**config.mk**
```make
export PLATFORM = sky130hd
export DESIGN_NAME = pipm_queue
export DESIGN_NICKNAME = d
export VERILOG_FILES = /design/src/hw/rtl/pipm_pkg.sv /design/src/hw/rtl/pipm_queue.sv
export SDC_FILE = /design/constraint.sdc
export NUM_CORES = 1
export LEC_CHECK = 0
export BUFFER_PORTS_ARGS = -buffer_cell sky130_fd_sc_hd__buf_2
export CAP_MARGIN = 0
export CORE_MARGIN = 10
export CORE_UTILIZATION = 50
export DETAILED_ROUTE_END_ITERATION = 8
export GPL_ROUTABILITY_DRIVEN = 0
export GPL_TIMING_DRIVEN = 0
export PLACE_DENSITY = 0.69
export SYNTH_ARGS = -nofsm -noshare
export SYNTH_HDL_FRONTEND = slang
export SYNTH_SLANG_ARGS = --single-unit
```
**constraint.sdc**
```tcl
create_clock -name clk -period 5.4 [get_ports clk]
set_input_delay 0.54 -clock clk [delete_from_list [all_inputs] [get_ports clk]]
set_output_delay 0.54 -clock clk [all_outputs]
set_load 0.02 [all_outputs]
```
**src/hw/rtl/pipm_pkg.sv**
```systemverilog
// Shared constants, register codes and width helpers for the inverse perspective pixel map.
`default_nettype none

package pipm_pkg;

  localparam int COORD_BITS_DEF = 12;
  localparam int FRAC_BITS_DEF  = 8;
  localparam int STEP_FRAC      = 19;
  localparam int HEIGHT_FRAC    = 12;
  localparam int COMP_BITS      = 21;
  localparam int VEC_W          = 63;
  localparam int HEIGHT_W       = 32;
  localparam int SHIFT_W        = 42;
  localparam int SIZE_W         = 13;
  localparam int H_SHIFT        = STEP_FRAC - HEIGHT_FRAC;
  localparam int H19_W          = HEIGHT_W + H_SHIFT;
  localparam int CFG_INDEX_W    = 3;
  localparam int QUEUE_DEPTH    = 4;

  typedef enum logic [CFG_INDEX_W-1:0] {
    REG_ORIGIN = 3'd0,
    REG_STEP_X = 3'd1,
    REG_STEP_Y = 3'd2,
    REG_HEIGHT = 3'd3,
    REG_SHIFT  = 3'd4,
    REG_SRC_W  = 3'd5,
    REG_SRC_H  = 3'd6
  } cfg_reg_t;

  function automatic int imax(int a, int b);
    return (a > b) ? a : b;
  endfunction

  // Bits that lift a FRAC_BITS position to the internal 19-bit fraction.
  function automatic int scale_shift(int f);
    return STEP_FRAC - f;
  endfunction

  // Floor point component: scaled origin plus two coordinate products.
  function automatic int p_width(int c, int f);
    return imax(COMP_BITS + scale_shift(f), c + 1 + COMP_BITS) + 2;
  endfunction

  function automatic int den_width(int c, int f);
    return imax(p_width(c, f), H19_W + 1) + 1;
  endfunction

  // Quotient bits kept; anything at or above 2^n lands outside every image.
  function automatic int quot_bits(int c, int f);
    return imax(c + STEP_FRAC, COMP_BITS - 1 + scale_shift(f)) + 1;
  endfunction

  function automatic int val_width(int c, int f);
    return imax(p_width(c, f), quot_bits(c, f) + 2);
  endfunction

  function automatic logic signed [COMP_BITS-1:0] comp(logic [VEC_W-1:0] v, int k);
    return $signed(v[COMP_BITS*k +: COMP_BITS]);
  endfunction

endpackage

`default_nettype wire

```
**src/hw/rtl/pipm_queue.sv**
```systemverilog
// Short FIFO between the front end and the projection back end.
`default_nettype none

module pipm_queue import pipm_pkg::*; #(
  parameter int WIDTH = 8,
  parameter int DEPTH = QUEUE_DEPTH
) (
  input  logic             clk,
  input  logic             rst,
  input  logic             wr_valid,
  output logic             wr_ready,
  input  logic [WIDTH-1:0] wr_data,
  output logic             rd_valid,
  input  logic             rd_ready,
  output logic [WIDTH-1:0] rd_data
);

  localparam int PTR_W = (DEPTH > 1) ? $clog2(DEPTH) : 1;
  localparam int CNT_W = $clog2(DEPTH + 1);

  logic [WIDTH-1:0] mem [DEPTH];
  logic [PTR_W-1:0] wr_ptr;
  logic [PTR_W-1:0] rd_ptr;
  logic [CNT_W-1:0] count;
  logic             push;
  logic             pop;

  assign wr_ready = count != CNT_W'(DEPTH);
  assign rd_valid = count != '0;
  assign rd_data  = mem[rd_ptr];
  assign push     = wr_valid && wr_ready;
  assign pop      = rd_valid && rd_ready;

  always_ff @(posedge clk) begin
    if (rst) begin
      wr_ptr <= '0;
      rd_ptr <= '0;
      count  <= '0;
    end else begin
      if (push) wr_ptr <= (wr_ptr == PTR_W'(DEPTH - 1)) ? '0 : wr_ptr + 1'b1;
      if (pop)  rd_ptr <= (rd_ptr == PTR_W'(DEPTH - 1)) ? '0 : rd_ptr + 1'b1;
      if (push && !pop)      count <= count + 1'b1;
      else if (pop && !push) count <= count - 1'b1;
    end
  end

  always_ff @(posedge clk) begin
    if (push) mem[wr_ptr] <= wr_data;
  end

endmodule

`default_nettype wire

```
==> impl_metrics.py <==
metrics = {
    "floorplanning": {
        "pin_count": 22,
        "start_util_pct": 52.7,
        "design.core.area_um2": 3100,
        "dieArea_um2": 5950,
        "die_w_um": 77.2,
        "rows": 20,
        "dieHeight_um": 77.2,
    },
    "sta": {
        "finalMaxSlewViolations": 0,
        "grt_setup_unrepaired": "no",
        "slew_headroom_pct": 57.9,
        "post-route-period-util_pct": 45.3,
        "max_freq_mhz": 408,
        "finClkSkew_ps": 4.13,
        "finalSetupViolCount": 0,
        "worst_slew_pin_slew_ps": 625,
        "hold_viol": 0,
        "setup-tns-final_ps": 0,
        "min_period_ps": 2450,
    },
    "synth": {
        "syn_area_um2": 1630,
        "synth_adder_area_share_pct": 5.82,
        "syn_area_per_cell_um2": 18.2,
        "synth_sequential_area_ratio_pct": 69.8,
        "yosys_warnings": 0,
        "syn_inst": 90,
        "synth_area_leaders": "edfxtp_1, dfxtp_1, mux4_2",
        "syn_nets": 109,
        "ys_ff_latch": 41,
        "yosys.area_share.simple_pct": 6.51,
        "yosysTopAreaCellShare_pct": 58.8,
        "synth_cell_types": 26,
        "synthMuxAreaShare_pct": 12.9,
        "synth_xor_area_share_pct": 1.07,
        "yosys.area.top_type": "edfxtp_1",
        "synth_compound_area_share_pct": 2.14,
        "synth_top_family_by_area": "multiplexers",
    },
    "cells_and_area": {
        "area_delta_synth_final_pct": 12.5,
        "design_area_um2": 1840,
        "fillers": 265,
        "n_antenna_cell": 0,
        "nets": 136,
        "drive_gt1_share_pct": 36.4,
    },
    "place": {
        "dp_hpwl_mm": 1.94,
        "placed_area_um2": 1790,
        "io_buffers": 20,
    },
    "critical_path": {
        "critPathBufInv": 1,
        "cp_slowest_stage_delay_ps": 580,
        "r2r-start": "count[1]$_SDFFE_PP0P_",
        "worst_ep_required_time_ps": 5660,
        "cp-start-kind": "flip-flop",
        "crit_start": "count[1]$_SDFFE_PP0P_",
        "cp_top_family": "compound AO/OA/AOI/OAI gates",
        "critPathMaxFanout": 5,
        "cp-end-kind": "flip-flop",
        "reg2reg_slack_ps": 2950,
        "crit_slowest_cell": "o31ai_1",
        "worstPathArrival_ps": 2710,
        "crit_type": "reg2reg",
        "crit_chain": "o31ai_1 > ha_1 > inv_1 > fa_1 > xor2_1 > or3_2 > a21oi_1",
    },
    "clock_network": {
        "cts_buffers": 5,
        "post_cts_buffers": 0,
        "cts_tree": "done",
        "clk_latency_ps": 320,
        "h-tree-depth": 2,
        "clockRootBuffer": "clkbuf_4",
        "cts_resized": 0,
        "path_clk_slew_ps": 100,
        "cts_sinks": 41,
        "ctsLongestPathBuffers": 2,
        "holdBufCountCts": 0,
    },
    "detailed_routing": {
        "postRouteAntennaNets": 0,
        "via_per_inst": 5.13,
        "drt_iter0_drc": 58,
        "firstDrtPassIters": 4,
        "dr_total_vias": 831,
        "route.detailed.drc": 0,
        "drt-total-wl_mm": 2.64,
        "wire_per_inst_um": 16.3,
    },
    "global_routing": {
        "grt_usage_pct": 9.30,
        "antenna_found_initial": 0,
        "grt_max_degree": 12,
        "first_global_vias": 956,
        "grt_pass1_wl_mm": 4.39,
        "grt_remaining_overflow": 0,
    },
    "pwr": {
        "peakVddDrop_mv": 0.326,
        "power.density_nw_per_um2": 441,
        "p_leak_nw": 0.677,
    },
    "min_path": {
        "holdCritPathClass": "in2reg",
        "min-delay-start": "wr_data[6]",
    },
    "outcome": {
        "outcome": "finished, final reports clean",
    },
    "flow_run": {
        "max_cap_viol_count": 0,
    },
}
==> placed cells by master (no fill, tap or decap), types with 2 or more instances in the layout <==
cell and instances:
edfxtp_1 32, buf_2 21, dfxtp_1 9, mux4_2 8, ha_1 6, clkbuf_4 5
and3_2 4, clkbuf_1 4, inv_1 3, nor2_1 3, mux2i_1 3, or3_2 2
xor2_1 2, a21oi_1 2, nand2b_1 2
==> sequential cells by signal, indices dropped and copies added, names as in the netlist, named ones only <==
signal,count
count,3
rd_ptr,2
wr_ptr,2
mem,32
==> worst reg2reg max path: stages (launching register included) <==
cell and delay [ps]:
dfxtp_1 370, o31ai_1 580, ha_1 310, inv_1 60, fa_1 370, xor2_1 150
or3_2 410, a21oi_1 140
==> report_power, final <==
| group | switching (mW) | total, mW | internal [mW] |
|---|---|---|---|
| clock network | 0.0852 | 0.137 | 0.0520 |
| logic | 0.145 | 0.262 | 0.117 |
| registers | 0.0244 | 0.412 | 0.387 |
| total | 0.254 | 0.811 | 0.556 |
==> synthesized netlist by cell type <==
cell / count
clkbuf_1: 1
nand2b_1: 2
o21ai_0: 1
o31ai_2: 1
mux4_2: 8
buf_1: 1
or3_1: 1
nand2_1: 1
or3_2: 2
clkbuf_2: 1
ha_1: 6
nand3_1: 1
mux2i_1: 3
edfxtp_1: 32
buf_2: 1
and2_4: 1
a21oi_1: 2
nor2_1: 3
or3b_1: 1
nor3_1: 1
o31ai_1: 1
fa_1: 1
dfxtp_1: 9
and3_2: 4
inv_1: 3
xor2_1: 2
==> final timing paths <==
| kind | to | depth (start not counted) |
|---|---|---|
| worst max-delay path | count[2]$_SDFFE_PP0P_ | 7 |
| worst min-delay path | mem[2][6]$_DFFE_PP_ | 1 |
| worst max register to register | count[2]$_SDFFE_PP0P_ | 7 |
| worst min register to register | flip-flop | 2 |
==> cell type report <==
class | count | area, um^2 | share of cell area [%]
buffer | 4 | 17.5 | 0.953
clock buffer | 8 | 48.8 | 2.65
inverter | 3 | 11.3 | 0.613
multi-input combinational | 42 | 464 | 25.3
sequential | 41 | 1140 | 62.1
tap | 44 | 55.1 | 3.00
timing repair buffer | 20 | 100 | 5.45
==> per-layer routing <==
| metal | up-vias | track usage [%] | wire length (um) |
|---|---|---|---|
| met2 | 18 | 16.6 | 1370 |
| li1 | 398 | - | - |
| met5 | - | 0 | 0 |
| met1 | 410 | 9.17 | 1080 |
| met3 | 5 | 4.31 | 160 |
| met4 | 0 | 3.28 | 29 |
==> stage by stage <==
stage / cells / worst slack (ps) / hold slack [ps] / util [%] / power [mW]
finish: 162 / 2950 / 429 / 59.2 / 0.811
global route: 162 / 2790 / 410 / 59.2 / 0.867
CTS: 162 / 2940 / 418 / 59.2 / 0.823
detailed placement: 154 / 2960 / 498 / 57.7 / 0.686
global placement: 154 / 3090 / 479 / 57.7 / 0.676
floorplan: 90 / 3180 / 463 / - / 0.612
==> cell families after synthesis <==
logic type      Yosys count
flops                    41
mux                      11
fa+ha+maj                 7
compound gates            5
buf+inv                   7
simple gates             17
xor+xnor                  2
Note: power is estimated with default switching activity, not from simulation.
