`config.mk`:
```
export PLATFORM = sky130hd
export DESIGN_NAME = pipm_front
export DESIGN_NICKNAME = d
export VERILOG_FILES = /design/src/hw/rtl/pipm_pkg.sv /design/src/hw/rtl/pipm_front.sv
export SDC_FILE = /design/constraint.sdc
export NUM_CORES = 2
export LEC_CHECK = 0
export ABC_AREA = 1
export CAP_MARGIN = 20
export CORE_ASPECT_RATIO = 0.8
export CORE_UTILIZATION = 64
export CTS_CLUSTER_SIZE = 20
export DETAILED_ROUTE_END_ITERATION = 8
export DONT_BUFFER_PORTS = 1
export PLACE_DENSITY = 0.78
export SYNTH_ARGS = -nofsm -noshare
export SYNTH_HDL_FRONTEND = slang
export SYNTH_SLANG_ARGS = --single-unit
```
`constraint.sdc`:
```
create_clock -name clk -period 19.9 [get_ports clk]
set_input_delay 1.99 -clock clk [delete_from_list [all_inputs] [get_ports clk]]
set_output_delay 1.99 -clock clk [all_outputs]
set_load 0.01 [all_outputs]
```
`src/hw/rtl/pipm_pkg.sv`:
```
// Shared constants, register codes and width helpers for the inverse perspective pixel map.
`default_nettype none

package pipm_pkg;

  localparam int COORD_BITS_DEF = 12;
  localparam int FRAC_BITS_DEF  = 8;
  localparam int STEP_FRAC      = 19;
  localparam int HEIGHT_FRAC    = 12;
  localparam int COMP_BITS      = 21;
  localparam int VEC_W          = 63;
  localparam int HEIGHT_W       = 32;
  localparam int SHIFT_W        = 42;
  localparam int SIZE_W         = 13;
  localparam int H_SHIFT        = STEP_FRAC - HEIGHT_FRAC;
  localparam int H19_W          = HEIGHT_W + H_SHIFT;
  localparam int CFG_INDEX_W    = 3;
  localparam int QUEUE_DEPTH    = 4;

  typedef enum logic [CFG_INDEX_W-1:0] {
    REG_ORIGIN = 3'd0,
    REG_STEP_X = 3'd1,
    REG_STEP_Y = 3'd2,
    REG_HEIGHT = 3'd3,
    REG_SHIFT  = 3'd4,
    REG_SRC_W  = 3'd5,
    REG_SRC_H  = 3'd6
  } cfg_reg_t;

  function automatic int imax(int a, int b);
    return (a > b) ? a : b;
  endfunction

  // Bits that lift a FRAC_BITS position to the internal 19-bit fraction.
  function automatic int scale_shift(int f);
    return STEP_FRAC - f;
  endfunction

  // Floor point component: scaled origin plus two coordinate products.
  function automatic int p_width(int c, int f);
    return imax(COMP_BITS + scale_shift(f), c + 1 + COMP_BITS) + 2;
  endfunction

  function automatic int den_width(int c, int f);
    return imax(p_width(c, f), H19_W + 1) + 1;
  endfunction

  // Quotient bits kept; anything at or above 2^n lands outside every image.
  function automatic int quot_bits(int c, int f);
    return imax(c + STEP_FRAC, COMP_BITS - 1 + scale_shift(f)) + 1;
  endfunction

  function automatic int val_width(int c, int f);
    return imax(p_width(c, f), quot_bits(c, f) + 2);
  endfunction

  function automatic logic signed [COMP_BITS-1:0] comp(logic [VEC_W-1:0] v, int k);
    return $signed(v[COMP_BITS*k +: COMP_BITS]);
  endfunction

endpackage

`default_nettype wire

```
`src/hw/rtl/pipm_front.sv`:
```
// Front end: accepts destination pixels and forms the floor point and projection denominator.
`default_nettype none

module pipm_front import pipm_pkg::*; #(
  parameter int COORD_BITS = COORD_BITS_DEF,
  parameter int FRAC_BITS  = FRAC_BITS_DEF,
  localparam int P_W   = p_width(COORD_BITS, FRAC_BITS),
  localparam int DEN_W = den_width(COORD_BITS, FRAC_BITS)
) (
  input  logic                    clk,
  input  logic                    rst,
  input  logic                    in_valid,
  output logic                    in_ready,
  input  logic [COORD_BITS-1:0]   dest_x,
  input  logic [COORD_BITS-1:0]   dest_y,
  input  logic [VEC_W-1:0]        origin,
  input  logic [VEC_W-1:0]        step_x,
  input  logic [VEC_W-1:0]        step_y,
  input  logic [HEIGHT_W-1:0]     height,
  output logic                    f_valid,
  input  logic                    f_ready,
  output logic signed [P_W-1:0]   px,
  output logic signed [P_W-1:0]   py,
  output logic signed [DEN_W-1:0] den
);

  localparam int MW = COORD_BITS + 1 + COMP_BITS;
  localparam int SH = scale_shift(FRAC_BITS);

  logic                  en;
  logic                  v1;
  logic signed [MW-1:0]  mx [3];
  logic signed [MW-1:0]  my [3];
  logic signed [P_W-1:0] p [3];
  logic signed [DEN_W-1:0] h19;

  assign en       = !f_valid || f_ready;
  assign in_ready = en;

  always_ff @(posedge clk) begin
    if (rst) begin
      v1      <= 1'b0;
      f_valid <= 1'b0;
    end else if (en) begin
      v1      <= in_valid;
      f_valid <= v1;
    end
  end

  always_ff @(posedge clk) begin
    if (en) begin
      for (int k = 0; k < 3; k++) begin
        mx[k] <= MW'($signed({1'b0, dest_x})) * MW'(comp(step_x, k));
        my[k] <= MW'($signed({1'b0, dest_y})) * MW'(comp(step_y, k));
      end
    end
  end

  always_comb begin
    for (int k = 0; k < 3; k++) begin
      p[k] = (P_W'(comp(origin, k)) <<< SH) + P_W'(mx[k]) + P_W'(my[k]);
    end
    h19 = DEN_W'($signed({1'b0, height, {H_SHIFT{1'b0}}}));
  end

  always_ff @(posedge clk) begin
    if (en) begin
      px  <= p[0];
      py  <= p[1];
      den <= h19 - DEN_W'(p[2]);
    end
  end

endmodule

`default_nettype wire

```
==> out/results.tsv <==
stage	metric	value	unit
synthesis	register area share after synthesis	11.9	%
worst_setup_path	Crit Path Category	primary input to flip-flop	
worst_setup_path	Critical Path RT	20.26	ns
worst_setup_path	largest fanout on the critical path	63	
floorplanning	Die W	397	um
synthesis	Ys Warns	0	
clock_tree	Clock Tree Buf Depth	3	
cells_and_area	share of layout cells above drive strength 1	1.69	%
min_path	Hold Path Stages	2	
synthesis	Yosys cell types	40	
routing	DRC viols	0	
placement	Post-Place Worst Slack	12.99	ns
routing	Metal-1 WL	93.9	mm
routing	highest routed layer	met5	
floorplanning	# IOs	364	
timing	Worst Skew	0.0575	ns
worst_setup_path	Startpoint Class	primary input	
clock_tree	post-CTS setup buffer count	0	
clock_tree	hold buffers post-CTS	0	
cells_and_area	area grow syn2layout	2.81	%
global_route	first-pass GRT wire length	365	mm
flow_run	max cap viols	0	
cells_and_area	fillers	10621	
synthesis	syn_area_per_cell	7.57	um^2
worst_setup_path	Setup crit end kind	flip-flop	
floorplanning	die span in y	318	um
worst_setup_path	FF-to-FF path depth	12	
timing	Slew @ Worst Pin	1.01	ns
timing	Setup violations, final	0	
min_path	Hold Path Class	flip-flop to flip-flop	
clock_tree	clk sinks	319	
clock_tree	Worst-path clk slew	0.06	ns
timing	final worst path period share	31.7	%
synthesis	Synth area leaders	fa_1, inv_1, nand2_1	
timing	Slew headroom	32.3	%
timing	unrepaired setup endpoints after global routing	false	
global_route	vias in the first global route	67337	
worst_setup_path	worst path arrival time	6.67	ns
cells_and_area	antenna fix cells	0	
floorplanning	die area	126000	um^2
synthesis	top cell type's share of synthesized area	36.9	%
floorplanning	initial core utilization	64.8	%
clock_tree	CTS HTree Levels	2	
synthesis	Cells after Synth	10577	
timing	Setup Total Neg Slack	0	ns
clock_tree	post-CTS resize count	0	
synthesis	area leader, netlist	fa_1	
routing	Routed met2 length	103	mm
placement	HPWL after DPL	190	mm
routing	post-route ant nets	0	
global_route	largest net degree at the start of global routing	67	
routing	metal3 WL	23.2	mm
placement	# port buffers	0	
timing	min Tclk post-route	6.31	ns
routing	drt pass-1 iters	6	
placement	GP Congestion	1.01	
timing	Peak Freq	0.158	GHz
routing	vias per cell	5.37	
status	status	complete, no violations	
synthesis	Synth Net Count	12909	
timing	Fin. Hold Viols	0	
global_route	initial antenna violation count	5	
clock_tree	total CTS buffers	40	
floorplanning	Core ar.	123000	um^2
routing	routed vias	64400	
timing	Final WS setup	13.59	ns
clock_tree	Root Driver	clkbuf_16	
clock_tree	CTS tree	yes	
floorplanning	row cnt	115	
synthesis	Yosys reg bits	319	
routing	DR iter-0 viols	5480	
clock_tree	clk_lat worst skew	0.63	ns
routing	WL per Instance	19.0	um
global_route	GRT Resource Usage Total	37.2	%
global_route	grt total ovfl	0	
timing	Final Slew Violations	0	
synthesis	Post-Syn Area	80000	um^2
cells_and_area	fin nets	12662	
routing	total wire length	228	mm
==> routing by layer <==
metal | global-route usage (%) | vias up
met3 | 8.29 | 463
met4 | 11.2 | 8
met2 | 58.8 | 2926
li1 | - | 29750
met1 | 51.3 | 31253
met5 | 0 | -
==> through the flow <==
step	cell area [um^2]	hold slack (ns)	cells	util, %
6_report	82300	0.504	11994	66.6
5_1_grt	82300	0.535	11994	66.6
4_1_cts	82300	0.513	11994	66.6
3_5_place_dp	81000	0.505	11926	65.6
3_3_place_gp	81000	0.448	11926	65.6
2_1_floorplan	80000	0.438	10577	-
==> cell type report <==
| cell class | instances | area, um^2 | area share, % |
|---|---|---|---|
| Clock buffer | 46 | 1020 | 1.24 |
| Tap cell | 1638 | 2050 | 2.49 |
| Sequential cell | 319 | 9560 | 11.6 |
| Clock inverter | 22 | 236 | 0.287 |
| Multi-Input combinational cell | 6651 | 56900 | 69.2 |
| Inverter | 3313 | 12400 | 15.1 |
| Timing Repair Buffer | 5 | 37.5 | 0.0456 |
==> flip-flops by register name, indices dropped and copies added, names as in the netlist <==
| name | flops |
|---|---|
| mx | 102 |
| my | 102 |
| py | 36 |
| v1 | 1 |
| px | 36 |
| den | 41 |
| f_valid | 1 |
==> worst max-delay path, cell delays in order <==
cell and delay [ns]:
nand2_1 0.09, fa_1 0.59, fa_1 0.52, inv_1 0.31
fa_1 0.51, fa_1 0.54, inv_1 0.05, fa_1 0.47
inv_1 0.04, ha_1 0.48, nand2_1 0.18, nor2_1 0.22
inv_1 0.08, nor2_1 0.15, nand4_1 0.18, nand4_1 0.13
nand2_1 0.11
==> final timing paths <==
kind / from / to / slack, ns
worst max-delay path: dest_x[1] / mx[0][60] / 13.59
worst min-delay path: v1 / v1 / 0.50
worst max register to register: my[0][94] / den[28] / 16.17
worst min register to register: v1 / v1 / 0.50
==> Yosys cell counts (all sizes together) <==
| cell type | count |
|---|---|
| nor4 | 12 |
| a31oi | 4 |
| fa | 1473 |
| o21a | 6 |
| nand3 | 234 |
| nor3 | 64 |
| a21o | 9 |
| and2 | 7 |
| o21bai | 28 |
| nand2 | 3086 |
| clkbuf | 294 |
| inv | 3313 |
| ha | 610 |
| o21ai | 151 |
| o211ai | 5 |
| nor2 | 395 |
| a21oi | 292 |
| nand4 | 86 |
| dfxtp | 2 |
| nand3b | 10 |
| or2 | 5 |
| xnor2 | 32 |
| edfxtp | 317 |
| a21boi | 7 |
| xor2 | 132 |
| nand2b | 3 |
==> cell families after synthesis <==
family          Yosys count  synth area share [%]
simple gates           3902                  19.6
buf+inv                3607                  16.9
xor+xnor                164                  1.80
compound gates          502                  3.37
fa+ha+maj              2083                  46.4
flops                   319                  11.9
==> placed cells by master (no fill, tap or decap), types with 7 or more instances in the layout <==
cell type / netlist / layout
a21o_1: 9 / 9
a21oi_1: 285 / 285
a21oi_2: 7 / 7
and2_1: 7 / 7
clkbuf_16: 0 / 40
edfxtp_1: 317 / 317
fa_1: 1473 / 1473
ha_1: 610 / 610
inv_1: 3307 / 3306
nand2_1: 3030 / 3030
nand2_2: 55 / 55
nand3_1: 225 / 225
nand3_2: 9 / 9
nand3b_1: 10 / 10
nand4_1: 86 / 86
nor2_1: 374 / 374
nor2_2: 15 / 15
nor3_1: 55 / 55
nor3_2: 8 / 8
nor4_1: 12 / 12
o21ai_0: 141 / 141
o21ai_1: 7 / 7
o21bai_1: 28 / 28
xnor2_1: 32 / 32
xor2_1: 132 / 132
Power is left out: the tool's default activity adds up to more than one toggle a clock period on the data nets, which glitch-free logic cannot reach.
